File: src/rtl/tmb_pkg.sv
// Shared types, command codes and reset limits for the timeout timer bank.
package tmb_pkg;

  localparam int NUM_TIMERS_DEF = 16;
  localparam int TIME_W         = 32;
  localparam int CH_W           = 4;
  localparam int KIND_W         = 3;
  localparam int CNT_W          = 5;

  localparam logic [KIND_W-1:0] KIND_TICK     = 3'd0;
  localparam logic [KIND_W-1:0] KIND_START    = 3'd1;
  localparam logic [KIND_W-1:0] KIND_STOP     = 3'd2;
  localparam logic [KIND_W-1:0] KIND_RESTART  = 3'd3;
  localparam logic [KIND_W-1:0] KIND_STOP_ALL = 3'd4;
  localparam logic [KIND_W-1:0] KIND_CONFIG   = 3'd5;

  localparam logic [TIME_W-1:0] DEFAULT_LIMIT = 32'd1000;

  typedef struct packed {
    logic              recurring;
    logic [TIME_W-1:0] limit;
    logic [TIME_W-1:0] start;
  } entry_t;

  typedef struct packed {
    logic [TIME_W-1:0] elapsed;
    logic [TIME_W-1:0] remaining;
    logic              reached;
  } eval_t;

  function automatic logic [TIME_W-1:0] default_limit(input logic [31:0] ch);
    logic [TIME_W-1:0] lim;
    case (ch)
      32'd0:   lim = 32'd5000;
      32'd1:   lim = 32'd100;
      32'd2:   lim = 32'd1000;
      32'd3:   lim = 32'd500;
      32'd4:   lim = 32'd5000;
      32'd5:   lim = 32'd10000;
      32'd6:   lim = 32'd100;
      32'd7:   lim = 32'd1000;
      32'd8:   lim = 32'd30000;
      32'd9:   lim = 32'd50;
      default: lim = DEFAULT_LIMIT;
    endcase
    return lim;
  endfunction

endpackage

File: src/rtl/tmb_ram.sv
// Generic single-write, single-read RAM with registered read data.
module tmb_ram #(
  parameter int WIDTH = 8,
  parameter int DEPTH = 16,
  localparam int ADDR_W = (DEPTH > 1) ? $clog2(DEPTH) : 1
) (
  input  logic              clk,
  input  logic              we,
  input  logic [ADDR_W-1:0] waddr,
  input  logic [WIDTH-1:0]  wdata,
  input  logic [ADDR_W-1:0] raddr,
  output logic [WIDTH-1:0]  rdata
);

  logic [WIDTH-1:0] mem [DEPTH];

  always_ff @(posedge clk) begin
    if (we) begin
      mem[waddr] <= wdata;
    end
    rdata <= mem[raddr];
  end

endmodule

File: src/rtl/tmb_eval.sv
// Channel evaluator: elapsed time, remaining time and limit reached.
module tmb_eval (
  input  tmb_pkg::entry_t             ent,
  input  logic [tmb_pkg::TIME_W-1:0] now,
  output tmb_pkg::eval_t              ev
);
  import tmb_pkg::*;

  logic [TIME_W-1:0] elapsed;
  logic              reached;

  assign elapsed      = now - ent.start;
  assign reached      = (elapsed >= ent.limit);
  assign ev.elapsed   = elapsed;
  assign ev.reached   = reached;
  assign ev.remaining = reached ? '0 : (ent.limit - elapsed);

endmodule

File: src/rtl/timeout_timer_bank_unit.sv
// Timeout timer bank: channel table in RAM, command sequencer and two-pass tick scan.
// Command: busy after the transfer until the unit returns to idle; its status strobes as it does.
// Tick: two passes over the channel RAM, one read a cycle;
//   a tick with no expiry ends after the first pass. Expiry reports strobe in the second.
// Results are shown for one cycle each; the receiver cannot stall.
// Reset (synchronous) clears time, counters and flags; per-entry written bits give reset values.
module timeout_timer_bank_unit #(
  parameter int NUM_TIMERS = tmb_pkg::NUM_TIMERS_DEF
) (
  input  logic                        clk,
  input  logic                        rst,
  input  logic                        start,
  output logic                        busy,
  input  logic [tmb_pkg::KIND_W-1:0]  kind,
  input  logic [tmb_pkg::CH_W-1:0]    timer_index,
  input  logic [tmb_pkg::TIME_W-1:0]  limit_ms,
  input  logic                        recurring,
  output logic                        strobe,
  output logic [tmb_pkg::CH_W-1:0]    channel,
  output logic                        expiry_event,
  output logic [tmb_pkg::TIME_W-1:0]  elapsed_ms,
  output logic [tmb_pkg::TIME_W-1:0]  remaining_ms,
  output logic                        channel_active,
  output logic [tmb_pkg::CNT_W-1:0]   active_count,
  output logic [tmb_pkg::TIME_W-1:0]  total_expiries,
  output logic                        last
);
  import tmb_pkg::*;

  localparam int IDX_W  = (NUM_TIMERS > 1) ? $clog2(NUM_TIMERS) : 1;
  localparam int SCAN_W = $clog2(NUM_TIMERS + 1);

  typedef enum logic [2:0] {S_IDLE, S_CMD, S_SCAN1, S_SCAN2} state_t;

  state_t              state;
  logic [TIME_W-1:0]   now;
  logic [CNT_W-1:0]    cnt;
  logic [CNT_W-1:0]    cnt_fin;
  logic [CNT_W-1:0]    drop;
  logic [TIME_W-1:0]   tot;
  logic [NUM_TIMERS-1:0] active;
  logic [NUM_TIMERS-1:0] written;

  logic [KIND_W-1:0]   k_kind;
  logic [CH_W-1:0]     k_idx;
  logic [IDX_W-1:0]    k_addr;
  logic                k_valid;
  logic [TIME_W-1:0]   k_lim;
  logic                k_rec;

  logic [SCAN_W-1:0]   s;
  logic                p_v;
  logic [IDX_W-1:0]    p_s;
  logic                exp_any;
  logic [IDX_W-1:0]    last_exp;

  logic                accept;
  logic [IDX_W+3:0]    in_ext;
  logic [IDX_W-1:0]    in_addr;
  logic [IDX_W+3:0]    ps_ext;
  logic                scan_end;

  logic [IDX_W-1:0]    raddr;
  logic [$bits(entry_t)-1:0] rdata;
  logic                we;
  logic [IDX_W-1:0]    waddr;
  entry_t              wdata;

  logic [IDX_W-1:0]    ent_idx;
  entry_t              eff;
  entry_t              new_ent;
  entry_t              rearm;
  entry_t              ev_in;
  eval_t               ev;
  logic                act_old;
  logic                new_act;
  logic [CNT_W-1:0]    cnt_cmd;
  logic                we_cmd;
  logic                p_exp;

  assign busy     = (state != S_IDLE);
  assign accept   = start && !busy;
  assign in_ext   = {{IDX_W{1'b0}}, timer_index};
  assign in_addr  = in_ext[IDX_W-1:0];
  assign ps_ext   = {4'b0, p_s};
  assign scan_end = (s == SCAN_W'(NUM_TIMERS)) && !p_v;

  assign raddr   = (state == S_IDLE) ? in_addr : s[IDX_W-1:0];
  assign ent_idx = (state == S_CMD) ? k_addr : p_s;

  always_comb begin
    if (written[ent_idx]) begin
      eff = entry_t'(rdata);
    end else begin
      eff.recurring = 1'b0;
      eff.limit     = default_limit(32'(ent_idx));
      eff.start     = '0;
    end
  end

  always_comb begin
    act_old = active[k_addr];
    new_ent = eff;
    new_act = act_old;
    cnt_cmd = cnt;
    we_cmd  = 1'b0;
    case (k_kind)
      KIND_START: begin
        if (k_valid && !act_old) begin
          new_ent.start = now;
          new_act       = 1'b1;
          cnt_cmd       = cnt + 1'b1;
          we_cmd        = 1'b1;
        end
      end
      KIND_STOP: begin
        if (k_valid && act_old) begin
          new_act = 1'b0;
          cnt_cmd = cnt - 1'b1;
        end
      end
      KIND_RESTART: begin
        if (k_valid) begin
          new_ent.start = now;
          we_cmd        = 1'b1;
          if (!act_old) begin
            new_act = 1'b1;
            cnt_cmd = cnt + 1'b1;
          end
        end
      end
      KIND_STOP_ALL: begin
        new_act = 1'b0;
        cnt_cmd = '0;
      end
      KIND_CONFIG: begin
        if (k_valid) begin
          new_ent.limit     = k_lim;
          new_ent.recurring = k_rec;
          we_cmd            = 1'b1;
        end
      end
      default: begin
      end
    endcase
  end

  always_comb begin
    rearm       = eff;
    rearm.start = now;
  end

  assign ev_in = (state == S_CMD) ? new_ent : eff;
  assign p_exp = p_v && active[p_s] && ev.reached;

  assign we    = ((state == S_CMD) && we_cmd) ||
                 ((state == S_SCAN2) && p_exp && eff.recurring);
  assign waddr = (state == S_CMD) ? k_addr : p_s;
  assign wdata = (state == S_CMD) ? new_ent : rearm;

  tmb_ram #(
    .WIDTH ($bits(entry_t)),
    .DEPTH (NUM_TIMERS)
  ) u_ram (
    .clk   (clk),
    .we    (we),
    .waddr (waddr),
    .wdata (wdata),
    .raddr (raddr),
    .rdata (rdata)
  );

  tmb_eval u_eval (
    .ent (ev_in),
    .now (now),
    .ev  (ev)
  );

  always_ff @(posedge clk) begin
    if (rst) begin
      state   <= S_IDLE;
      now     <= '0;
      cnt     <= '0;
      tot     <= '0;
      active  <= '0;
      written <= '0;
      strobe  <= 1'b0;
      p_v     <= 1'b0;
      s       <= '0;
      exp_any <= 1'b0;
      drop    <= '0;
    end else begin
      strobe <= 1'b0;
      if (we) begin
        written[waddr] <= 1'b1;
      end
      case (state)
        S_IDLE: begin
          if (accept) begin
            k_kind  <= kind;
            k_idx   <= timer_index;
            k_addr  <= in_addr;
            k_valid <= (32'(timer_index) < 32'(NUM_TIMERS));
            k_lim   <= limit_ms;
            k_rec   <= recurring;
            if (kind == KIND_TICK) begin
              now     <= now + 1'b1;
              s       <= '0;
              p_v     <= 1'b0;
              exp_any <= 1'b0;
              drop    <= '0;
              state   <= S_SCAN1;
            end else begin
              state <= S_CMD;
            end
          end
        end
        S_CMD: begin
          if (k_kind == KIND_STOP_ALL) begin
            active <= '0;
          end else if (k_valid) begin
            active[k_addr] <= new_act;
          end
          cnt            <= cnt_cmd;
          strobe         <= 1'b1;
          channel        <= k_idx;
          expiry_event   <= 1'b0;
          elapsed_ms     <= k_valid ? ev.elapsed : '0;
          remaining_ms   <= k_valid ? ev.remaining : '0;
          channel_active <= k_valid && new_act;
          active_count   <= cnt_cmd;
          total_expiries <= tot;
          last           <= 1'b1;
          state          <= S_IDLE;
        end
        S_SCAN1: begin
          if (s != SCAN_W'(NUM_TIMERS)) begin
            s   <= s + 1'b1;
            p_v <= 1'b1;
            p_s <= s[IDX_W-1:0];
          end else begin
            p_v <= 1'b0;
          end
          if (p_exp) begin
            exp_any  <= 1'b1;
            last_exp <= p_s;
            if (!eff.recurring) begin
              drop <= drop + 1'b1;
            end
          end
          if (scan_end) begin
            if (exp_any) begin
              cnt_fin <= cnt - drop;
              s       <= '0;
              state   <= S_SCAN2;
            end else begin
              state <= S_IDLE;
            end
          end
        end
        S_SCAN2: begin
          if (s != SCAN_W'(NUM_TIMERS)) begin
            s   <= s + 1'b1;
            p_v <= 1'b1;
            p_s <= s[IDX_W-1:0];
          end else begin
            p_v <= 1'b0;
          end
          if (p_exp) begin
            tot            <= tot + 1'b1;
            strobe         <= 1'b1;
            channel        <= ps_ext[3:0];
            expiry_event   <= 1'b1;
            elapsed_ms     <= ev.elapsed;
            remaining_ms   <= '0;
            channel_active <= eff.recurring;
            active_count   <= cnt_fin;
            total_expiries <= tot + 1'b1;
            last           <= (p_s == last_exp);
            if (!eff.recurring) begin
              active[p_s] <= 1'b0;
            end
          end
          if (scan_end) begin
            cnt   <= cnt_fin;
            state <= S_IDLE;
          end
        end
        default: begin
          state <= S_IDLE;
        end
      endcase
    end
  end

  a_count_matches_flags: assert property (@(posedge clk) disable iff (rst)
    (state == S_IDLE) |-> (cnt == CNT_W'($countones(active))))
    else $error("active count does not match active flags");

  a_busy_after_transfer: assert property (@(posedge clk) disable iff (rst)
    accept |=> busy)
    else $error("busy not raised after a transfer");

  a_cmd_status: assert property (@(posedge clk) disable iff (rst)
    (accept && (kind != KIND_TICK)) |-> ##2 (strobe && !expiry_event && last))
    else $error("command status missing");

  a_expiry_zero_remaining: assert property (@(posedge clk) disable iff (rst)
    (strobe && expiry_event) |-> (remaining_ms == '0))
    else $error("expiry report with nonzero remaining time");

endmodule

File: config.mk
export PLATFORM = sky130hd
export DESIGN_NAME = timeout_timer_bank_unit
export DESIGN_NICKNAME = d
export VERILOG_FILES = /design/src/rtl/tmb_pkg.sv /design/src/rtl/tmb_ram.sv /design/src/rtl/tmb_eval.sv /design/src/rtl/timeout_timer_bank_unit.sv
export SDC_FILE = /design/constraint.sdc
export NUM_CORES = 2
export LEC_CHECK = 0
export ABC_CLOCK_PERIOD_IN_PS = 40200
export BUFFER_PORTS_ARGS = -buffer_cell sky130_fd_sc_hd__buf_2
export CELL_PAD_IN_SITES_DETAIL_PLACEMENT = 1
export CELL_PAD_IN_SITES_GLOBAL_PLACEMENT = 2
export CORE_UTILIZATION = 50
export DETAILED_ROUTE_END_ITERATION = 8
export GPL_ROUTABILITY_DRIVEN = 0
export PLACE_DENSITY_LB_ADDON = 0.1
export SETUP_SLACK_MARGIN = 0.2
export SYNTH_ARGS = -nofsm -noshare
export SYNTH_HDL_FRONTEND = slang
export SYNTH_HIERARCHICAL = 1
export SYNTH_SLANG_ARGS = --single-unit
File: constraint.sdc
create_clock -name clk -period 40.2 [get_ports clk]
set_input_delay 2.01 -clock clk [delete_from_list [all_inputs] [get_ports clk]]
set_output_delay 2.01 -clock clk [all_outputs]
set_load 0.03 [all_outputs]
Word-level counts from Yosys, hierarchy flattened
Memories as Yosys holds them, arrays and structs flattened. A register that Yosys moved wholly into a read port is not among the register bits. Cells that the tools add are included. W data, S select, Z words.

Mux-type cells: 74. Reductions and logical operators: 38. $lt $le $gt $ge: 7. Bitwise logic cells: 4. Equal/unequal tests: 19. Add/sub/neg operators: 9.

Operators by type and width (count): $pmux W32 S2 (4); $mux W32 (5); $mux W65 (2); $add A32 B1 Y32 const B (2); $mux W64 (1); $sub A32 B32 Y32 (2); $mux W5 (11); $mux W16 (3); $mux W33 (1); $ge A32 B32 Y1 (1); $pmux W16 S2 (1); $pmux W5 S2 (3); $pmux W5 S3 (2); $reduce_and A3 Y1 (9); $and A16 B16 Y16 (1); $bwmux W16 (1); $mux W1 (16); $not A16 Y16 (1); $or A16 B16 Y16 (1); $pmux W1 S2 (8); $add A5 B1 Y5 const B (3); $lt A4 B5 Y1 const B (3); $ne A2 B2 Y1 const B (7); $bmux W1 S4 (3); other kinds (27) (60).

ROM bits: 208. Memory bits (writable): 1040. Bits in registers: 278. Memories kept: 2. Output and inout port bits: 110. Logic and storage cells: 179.

Memory list: u_ram.mem (depth 16, width 65, rd ports 1, clocked after Yosys merged registers in 1, wr ports 1, RTL line tmb_ram.sv:15) `logic [WIDTH-1:0] mem [DEPTH];`; (name not given) (depth 16, width 13, rd ports 1, clocked after Yosys merged registers in 0, wr ports 0, RTL line tmb_pkg.sv:33) `case (ch)`.

Logic depth before layout (Yosys ltp)
Depth in word-level cells: 16. Mapped depth: 42. Mapped depth without buffers: 38.

By module
Netlist, hierarchy kept.

Modules (own cells, without submodules): tmb_ram (cells an instance 1673, area each 40243.6 µm², instances 1, sequential area each 32531.2 µm²); timeout_timer_bank_unit (cells an instance 1448, area each 13829.5 µm², instances 1, sequential area each 7156.9 µm²); tmb_eval (cells an instance 558, area each 3789.9 µm², instances 1, sequential area each 0.0 µm²).

Worst setup path before layout
OpenSTA, ideal clock, no wires.

Path type: reg-to-reg. From: reg k_addr[0]. To: mem u_ram/mem[0][0] in the netlist's numbering (enable). Buffers on the path: 7. Setup time: 0.568 ns. Slack: 27.246 ns. Cell stages (with the launch flop): 41. Arrival time: 12.386 ns. Clock period less this slack: 12.954 ns. Cells stage by stage: edfxtp_1 > buf_2 > buf_2 > mux4_2 > mux2i_1 > mux2_2 > nor2_1 > nor3_2 > clkbuf_1 > nand2_1 > o21ai_0 > inv_1 > ha_1 > buf_2 > nand3_2 > or2_1 > o41a_1 > a21oi_1 > [5 not listed] > ha_1 > a21o_1 > a21o_1 > a21o_1 > a21o_1 > a21o_1 > a21o_1 > a21o_1 > mux2i_1 > a31oi_2 > inv_2 > buf_2 > buf_4 > o2111ai_1 > o31ai_2 > buf_4 > or3b_1 > nor3_1.

RTL lines: start: declaration (RTL line timeout_timer_bank_unit.sv:46) `logic [IDX_W-1:0] k_addr;`; start signal: assignment (RTL line timeout_timer_bank_unit.sv:202) `k_addr <= in_addr;`; end: declaration (RTL line tmb_ram.sv:15).

==> results.cfg <==
[cts]
cts_hold_buf = 0
cts_buffer_depth = 3
post_cts_resized = 0
numClockSinks = 1382
cts_tree = done
worst_skew_pair.late_latency_ns = 0.77
post_cts_buffers = 0
numCtsBuffers = 148
clk_pin_slew_worst_paths_ns = 0.06
clock-root-buffer = clkbuf_16
htreeDepth = 4

[worst_setup_path]
worst-path-buf-inv = 7
critPathLaunchType = register
crit_path_end_kind = register
rrSetupSlack_ns = 27.05
critical_path_class = register to register
crit_required_ns = 40.58
cp_common_cell = a21o_1
cp_top_family = compound AO/OA/AOI/OAI gates
worstPathMaxFanout = 41
worstPathArrival_ns = 13.53
slowest_stage = nor2_4
slowest_delay_ns = 0.97

[flow_run]
max_cap_violations = 0

[timing]
timing.final.crit_share_pct = 32.7
fmax_mhz = 76.1
rsz0062_at_grt = false
hold_viol_final = 0
skew_ns = 0.0270
slew_headroom_pct = 9.02
worst_pin_slew_ns = 1.36
slew_violations = 0
setup_viol = 0
period_needed_ns = 13.15
postLayoutSetupSlackWorst_ns = 27.05
fin_tns_setup_ns = 0

[yosys]
synth.most_common_cell = edfxtp_1
synth_nets = 3800
yosysTopAreaCell = edfxtp_1
yosysSeqAreaShare_pct = 68.6
synthCells = 3679
synthDistinctLibCells = 106
synthesis.area_sq_um = 57900
synthFlopType = edfxtp_1
ys_warn_count = 6
synth-seq-cells = 1382
async_reset_ff_share_pct = 0
avgSynthCellArea_sq_um = 15.7
synth.top_cell.area_share_pct = 62.3
netlist_top_cells_count = 1,201 x edfxtp_1, 351 x nand2_1, 268 x mux4_2, 205 x nor2_1, 181 x dfxtp_1
synth_top_cells_by_area = edfxtp_1 62%, mux4_2 10%, dfxtp_1 6.3%
synth_edf_count = 1201

[global_routing]
grt_pass1_vias = 35400
grt-ovfl-total = 0
grt_pass1_wl_mm = 234
grt_usage_pct = 27.4
grt_max_degree = 145
antenna_found_initial = 10

[power]
power_density_nw_per_um2 = 50.8
pwr-share-seq_pct = 48.4
finalPower_mw = 3.32
leakagePower_nw = 22.0
peakVddDrop_v = 0.0000443
power.internal_mw = 2.51
clock_power_share_pct = 40.7
swShare_pct = 24.3
switchingPower_mw = 0.805
power_frac_comb_pct = 11.0

[run_status]
status = finished, violations left
violations = design-rule violations

[placed_design]
dp_cells = 5243
dpl_worst_slack_ns = 27.28
detailed_place_hpwl_mm = 99.8
port_buffers = 152

[die]
die_w_um = 342
fp-row-count = 124
die_h_um = 342
core_sq_um = 115000
start_util_pct = 50.5
die_area_sq_um = 117000
io_pins = 153

[detailed_routing]
num_vias = 33800
drt_pass1_iterations = 9
avgRoutedWirePerCell_um = 29.0
ant_nets = 0
drc = 28
routed_wl_mm = 160
drt-vias-per-instance = 6.13
drt_iter0_markers = 3010

[finish]
antenna_cells = 0
nets = 4003
fill_cells = 10500
layout-drive-gt1-share_pct = 19.9
syn_to_final_growth_pct = 12.8
final_cells = 5516

[hold_path]
hold_class = register to register
-- metal layers --
layer / up-vias / GRT usage (%) / part of all wire [%]
li1: 14700 / - / -
met4: 2 / 8.39 / 2.7
met1: 17700 / 36.9 / 42
met3: 246 / 3.75 / 5.7
met2: 1158 / 46.5 / 50
met5: - / 0 / 0.0050
-- tightest hold or removal path, stage by stage, from the launching register on --
cell and delay [ns]:
dfxtp_1 0.30, inv_1 0.08, a21oi_1 0.07
-- layout make-up --
cell class | instances | area (sq um) | share of cell area, %
timing repair buffer | 238 | 1430 | 2.20
sequential | 1382 | 39700 | 60.8
multi-input combinational | 1997 | 17000 | 26.1
clock buffer | 199 | 4040 | 6.19
tap | 1512 | 1890 | 2.90
inverter | 115 | 432 | 0.661
clock inverter | 73 | 773 | 1.18
-- power by group through the flow --
stage | sequential (mW) | combinational, mW | clock, mW
floorplan | 1.63 | 0.240 | 0
global placement | 1.63 | 0.353 | 0
detailed placement | 1.63 | 0.363 | 0
CTS | 1.60 | 0.365 | 1.37
global route | 1.60 | 0.391 | 1.42
finish | 1.60 | 0.364 | 1.35
-- layout by cell type (no fill, tap or decap), drive strengths merged, types with 6 or more instances in the layout --
cell,n
a21oi,117
clkinv,52
a311oi,6
mux2,6
nand2b,15
o21ai,136
nand2,351
xor2,73
and3,35
nor3,30
ha,75
o211ai,11
nor2b,26
inv,120
mux2i,24
nand4,20
a211oi,16
o31ai,10
a21o,35
a22oi,134
mux4,268
a221oi,6
buf,238
o21bai,10
or3,23
a32oi,14
bufinv,13
nand3,79
nor4,8
and4,7
nor2,206
or2,11
edfxtp,1201
clkbuf,199
and2,53
dfxtp,181
a31oi,36
xnor2,79
-- registers in the layout, summed over array words and instances (netlist names), 16 cells and up --
signal          flops
active             16
elapsed_ms         32
k_lim              32
now                32
remaining_ms       32
tot                32
total_expiries     32
u_ram/mem        1040
u_ram/rdata        65
written            16
-- metrics by stage --
| step | hold slack [ns] | util, % | area, sq um |
|---|---|---|---|
| CTS | 0.489 | 57.0 | 65300 |
| floorplan | 0.424 | - | 57900 |
| global placement | 0.470 | 52.8 | 60400 |
| finish | 0.491 | 57.0 | 65300 |
| global route | 0.532 | 57.0 | 65300 |
| detailed placement | 0.480 | 52.8 | 60400 |
-- cells by family (layout without fill, tap and decap cells) --
family,count (synthesis),after routing,share of synthesized area (%)
compound gates,581,581,6.74
xor+xnor,154,154,2.38
fa+ha+maj,80,80,1.76
buf+inv,300,625,2.37
flops,1382,1382,68.6
mux,298,298,11.0
simple gates,884,884,7.14
-- worst paths after layout --
kind / from / end / cells past startpoint
max: state[1] / u_ram/mem[13][20] / 39
min: written[1] / written[1] / 2
max reg2reg: state[1] / u_ram/mem[13][20] / 39
min reg2reg: written[1] / written[1] / 2
(Power assumes the default switching activity.)
